===== src/sv/tile_subpalette_repair_defines.svh =====
`ifndef TILE_SUBPALETTE_REPAIR_DEFINES_SVH
`define TILE_SUBPALETTE_REPAIR_DEFINES_SVH

// same-cycle implication, checked outside reset
`define TSR_ASSERT_IMPL(label, ante, cons) \
   label: assert property (@(posedge clock) disable iff (reset) (ante) |-> (cons)) \
      else $error("tile_subpalette_repair: implication check failed");

// next-cycle implication, checked outside reset
`define TSR_ASSERT_NEXT(label, ante, cons) \
   label: assert property (@(posedge clock) disable iff (reset) (ante) |=> (cons)) \
      else $error("tile_subpalette_repair: next-cycle check failed");

`endif


===== src/sv/tsr_pkg.sv =====
`timescale 1ns / 1ps
package tsr_pkg;

   localparam int PAL_ENTRIES = 256;
   localparam int TILE_PIXELS = 256;
   localparam int GROUP_W     = 4;
   localparam int IDX_W       = 8;
   localparam int CNT_W       = 9;
   localparam int COLOR_W     = 24;
   localparam int CSR_W       = 9;
   localparam int QUEUE_DEPTH = 2;

   localparam logic [CNT_W-1:0] MAX_CPP  = 9'd256;
   localparam logic [CNT_W-1:0] MAX_TOT  = 9'd256;
   localparam logic [CNT_W-1:0] FULL_CNT = 9'd256;

   typedef enum logic {
      CSR_CPP   = 1'b0,
      CSR_TOTAL = 1'b1
   } csr_index_type;

   typedef enum logic [1:0] {
      ST_OK       = 2'd0,
      ST_REPAIRED = 2'd1,
      ST_FAILED   = 2'd2
   } status_type;

   typedef enum logic [1:0] {
      CMD_PAL_WRITE  = 2'd0,
      CMD_PIXEL      = 2'd1,
      CMD_PIXEL_LAST = 2'd2
   } cmd_kind_type;

   typedef struct packed {
      cmd_kind_type         kind;
      logic [IDX_W-1:0]     index;
      logic [COLOR_W-1:0]   color;
   } cmd_type;

   typedef struct packed {
      logic [CNT_W-1:0] cpp;
      logic [CNT_W-1:0] tot;
   } cfg_type;

   typedef enum logic [3:0] {
      S_IDLE,
      S_CK_REQ,
      S_CK_FIRST,
      S_CK_BASE,
      S_CK_REQ2,
      S_CK_CMP,
      S_RP_INIT,
      S_RP_TREQ,
      S_RP_TDAT,
      S_RP_WANT,
      S_RP_EREQ,
      S_RP_ECMP,
      S_OUT_INIT,
      S_OUT_RD,
      S_OUT_CAP,
      S_OUT_SEND
   } state_type;

endpackage


===== src/sv/tsr_front.sv =====
`timescale 1ns / 1ps
module tsr_front (
   input  logic                   clock,
   input  logic                   reset,
   input  logic                   req_valid,
   output logic                   req_stall,
   input  logic                   req_func,
   input  logic [7:0]             req_entry_index,
   input  logic [23:0]            req_entry_color,
   input  logic [7:0]             req_pixel_index,
   input  logic                   req_last_pixel,
   output logic                   q_valid,
   output tsr_pkg::cmd_type       q_cmd,
   input  logic                   q_pop
);
   import tsr_pkg::*;

   cmd_type    slot_ff [QUEUE_DEPTH];
   logic       wr_ptr_ff, wr_ptr_in;
   logic       rd_ptr_ff, rd_ptr_in;
   logic [1:0] count_ff, count_in;
   logic       push;
   cmd_type    cmd;

   // classify the request
   always_comb begin
      cmd.color = req_entry_color;
      if (!req_func) begin
         cmd.kind  = CMD_PAL_WRITE;
         cmd.index = req_entry_index;
      end else begin
         cmd.kind  = req_last_pixel ? CMD_PIXEL_LAST : CMD_PIXEL;
         cmd.index = req_pixel_index;
      end
   end

   assign req_stall = (count_ff == 2'(QUEUE_DEPTH));
   assign push      = req_valid && !req_stall;
   assign q_valid   = (count_ff != 2'd0);
   assign q_cmd     = slot_ff[rd_ptr_ff];

   always_comb begin
      wr_ptr_in = push  ? ~wr_ptr_ff : wr_ptr_ff;
      rd_ptr_in = q_pop ? ~rd_ptr_ff : rd_ptr_ff;
      count_in  = count_ff + 2'(push) - 2'(q_pop);
   end

   always_ff @(posedge clock) begin
      if (reset) begin
         wr_ptr_ff <= 1'b0;
         rd_ptr_ff <= 1'b0;
         count_ff  <= 2'd0;
      end else begin
         wr_ptr_ff <= wr_ptr_in;
         rd_ptr_ff <= rd_ptr_in;
         count_ff  <= count_in;
      end
   end

   always_ff @(posedge clock) begin
      if (push) begin
         slot_ff[wr_ptr_ff] <= cmd;
      end
   end
endmodule


===== config.mk =====
export PLATFORM = sky130hd
export DESIGN_NAME = tsr_front
export DESIGN_NICKNAME = d
export VERILOG_FILES = /design/src/sv/tile_subpalette_repair_defines.svh /design/src/sv/tsr_pkg.sv /design/src/sv/tsr_front.sv
export SDC_FILE = /design/constraint.sdc
export NUM_CORES = 1
export LEC_CHECK = 0
export ABC_CLOCK_PERIOD_IN_PS = 4300
export BUFFER_PORTS_ARGS = -buffer_cell sky130_fd_sc_hd__buf_4
export CAP_MARGIN = 20
export CORE_MARGIN = 1
export CORE_UTILIZATION = 50
export DETAILED_ROUTE_END_ITERATION = 10
export GPL_TIMING_DRIVEN = 0
export PLACE_DENSITY = 0.78
export SYNTH_ARGS = -nofsm -noshare
export SYNTH_HDL_FRONTEND = slang
export SYNTH_SLANG_ARGS = --single-unit

===== constraint.sdc =====
create_clock -name clock -period 4.3 [get_ports clock]
set_input_delay 0.86 -clock clock [delete_from_list [all_inputs] [get_ports clock]]
set_output_delay 0.86 -clock clock [all_outputs]
set_load 0.03 [all_outputs]

==> summary.txt <==
Floorplanning
  • Initial core utilization: 53.5%
  • Die W: ~77 um
  • Core area: between 5000 and 6000 um^2
  • Die area: 5900 um^2
  • Die H: approximately 77 um
  • # IOs: between 80 and 90
  • # rows: 26

Setup path
  • CP peak stage delay: between 0.3 and 0.4 ns
  • R2R depth: 5
  • Setup CP Type: flip-flop to output port
  • Cell family with most CP delay: buffers and inverters
  • Crit path depth: 4
  • WP buf/inv: 3
  • CP Capture Type: output port
  • Worst path cell trace: buf_2, buf_6, mux2_2, buf_4
  • Required time worst endpoint: about 3.4 ns
  • CP arrival: approximately 1.5 ns
  • Max FO, Critical Path: 10
  • Slowest CP cell: mux2_2
  • CP Launch Type: flip-flop
  • R2r setup slk: between 2 and 2.5 ns

Final layout
  • NumNets Final: 283
  • # fillers: 346
  • Final core occ: a little over 70%
  • Multi-input gate area: about 600 um^2
  • Commonest non-fill, non-tap cell in the layout: buf_4
  • Finished Layout Cells: between 300 and 400
  • Synth-to-layout area growth: 33.7%
  • Area taken by flip-flops and latches: between 2000 and 2500 um^2
  • Most frequent cells in the layout: 80 x buf_4, 68 x edfxtp_1, 42 x mux2_2
  • N_diodes: 0
  • Layout cells sized above 1: 61.7%
  • Final instance area: around 3700 um^2

Drt
  • Final wirelength: ~4500 um
  • DRT Pass-1 Iters: 4
  • DRC Markers: 0
  • Vias per cell: just under 5
  • DR WL/cell: 14.6 um
  • Iter 0 DRT Violations: 40
  • Antenna viol nets, final: 0
  • Via count: between 1,500 and 2,000

Outcome
  • Status: completed

STA
  • Max Freq: approximately 0.42 GHz
  • RSZ-0062 raised after global routing: false
  • Minimum clock period: 2.40 ns
  • Clock Skew: about 0.0032 ns
  • Final WS setup: 1.90 ns
  • Setup TNS: 0 ns
  • Slew @ Worst Pin: between 0.8 and 0.9 ns
  • Tcrit/Tclk final: 55.7%
  • Hold WS: 0.499 ns
  • Worst slew margin: 45.3%
  • Slew Limit Fails: 0
  • Final Hold Fails: 0
  • Final setup fails: 0

Synthesis
  • Syn_nets: around 190
  • Mapped Cells: around 140
  • Distinct cells, synth: 21
  • Seq cells post-synth: between 70 and 80
  • Post-Syn Area: roughly 2800 um^2
  • Syn Area/Cell: slightly below 20 um^2
  • Seq/Total Area, Yosys: between 70% and 80%
  • Yosys warnings: 0

Global routing
  • Largest net degree at the start of global routing: 35
  • Vias in the first global route: roughly 1,600
  • GRT Util Overall: roughly 16%
  • Grt total ovfl: 0
  • First-pass GRT wire length: 7180 um
  • Initial antenna violation count: 0

Clock tree
  • CTS Root Cell: clkbuf_8
  • CTS Sinks: 73
  • Hold bufs inserted after CTS: 0
  • Max Root-Sink Buffers: 2
  • # resized after CTS: 0
  • CTS HTree Levels: 3
  • Clk Latency, worst-skew pair: between 0.3 and 0.4 ns
  • Number of setup buffers added after CTS: 0
  • Inserted Clock Buffers: 9
  • CTS tree: yes
  • Clk slew on worst S/H paths: 0.07 ns

Placed design
  • Dpl hpwl: between 3000 and 4000 um
  • Setup WS pre-CTS: 1.86 ns
  • I/O Buffers: 80
  • Cells after DPL: just under 300
  • Placer Congestion: roughly 0.76
  • Placed cell area: ~3500 um^2

Job
  • Max cap viols: 0

Pwr
  • Total chip power: 1.82 mW
  • Worst VDD drop: approximately 0.27 mV
  • Lkg Pwr: 1.46 nW
  • PwrDens: 487 nW/um^2

Worst hold path
  • Hold Path Stages: 2
  • Hold/Removal Path Class: flip-flop to flip-flop
==> cell usage after synthesis (all sizes together) <==
cell    count  share of area [%]
a21oi       1               0.18
and2        2               0.45
and3        1               0.27
buf         5                1.6
dfxtp       5                3.6
edfxtp     68                 73
ha          2               0.89
inv         4               0.54
mux2       42                 17
nand2       1               0.13
nand2b      1               0.31
nor2        3               0.40
nor2b       2               0.45
nor3        1               0.18
o21ai       1               0.18
or2         1               0.22
or3         1               0.22
xnor2       1               0.31
xor2        1               0.31
==> kinds of logic (layout without fill, tap and decap cells) <==
logic type                 Yosys count  in the layout  synth area share [%]
DFF                                 73             73                  76.5
muxes                               42             42                  16.9
and+or+nand+nor                     13             13                  2.64
buffers and inverters                9            106                  2.10
adders and majority gates            2              2                 0.894
AOI/OAI and AO/OA                    2              2                 0.357
xor gates and xnor gates             2              2                 0.626
==> layout make-up <==
type | count | area share (%)
repair buffers | 81 | 16.8
clock inverters | 3 | 0.401
flip-flops and latches | 73 | 57.2
clock buffers | 13 | 5.68
inverters | 4 | 0.401
plain buffers | 5 | 1.17
well taps | 70 | 2.34
multi-input cells | 61 | 16.0
==> report_power, final <==
| part | switching, mW | leakage (nW) | internal [mW] | total, mW |
|---|---|---|---|---|
| logic | 0.216 | 0.668 | 0.168 | 0.384 |
| registers | 0.0167 | 0.676 | 0.859 | 0.876 |
| clock network | 0.235 | 0.121 | 0.328 | 0.562 |
| total | 0.467 | 1.46 | 1.35 | 1.82 |
==> registers in the layout (all words and copies together) (netlist names), named ones only <==
register   count
slot_ff       68
count_ff       2
rd_ptr_ff      1
wr_ptr_ff      1
==> path summary, 6_finish.rpt <==
kind	endpoint	start
max	q_cmd[9]	flip-flop
min	wr_ptr_ff	wr_ptr_ff
max reg2reg	slot_ff[0][12]	count_ff[0]
min reg2reg	wr_ptr_ff	wr_ptr_ff
==> worst register-to-register path: stages (launching register included) <==
cell      delay (ns)
dfxtp_1         0.34
nand2b_2        0.14
inv_2           0.04
or3_1           0.32
inv_1           0.51
buf_16          0.24
==> layer usage <==
metal  wire [um]  vias up  GRT usage (%)
li1            -      729              -
met4          85        0           8.85
met2        2290       66           28.3
met1        1850      720           18.0
met3         296        9           4.64
met5           0        -              0
Note: power is estimated with default switching activity, not from simulation.
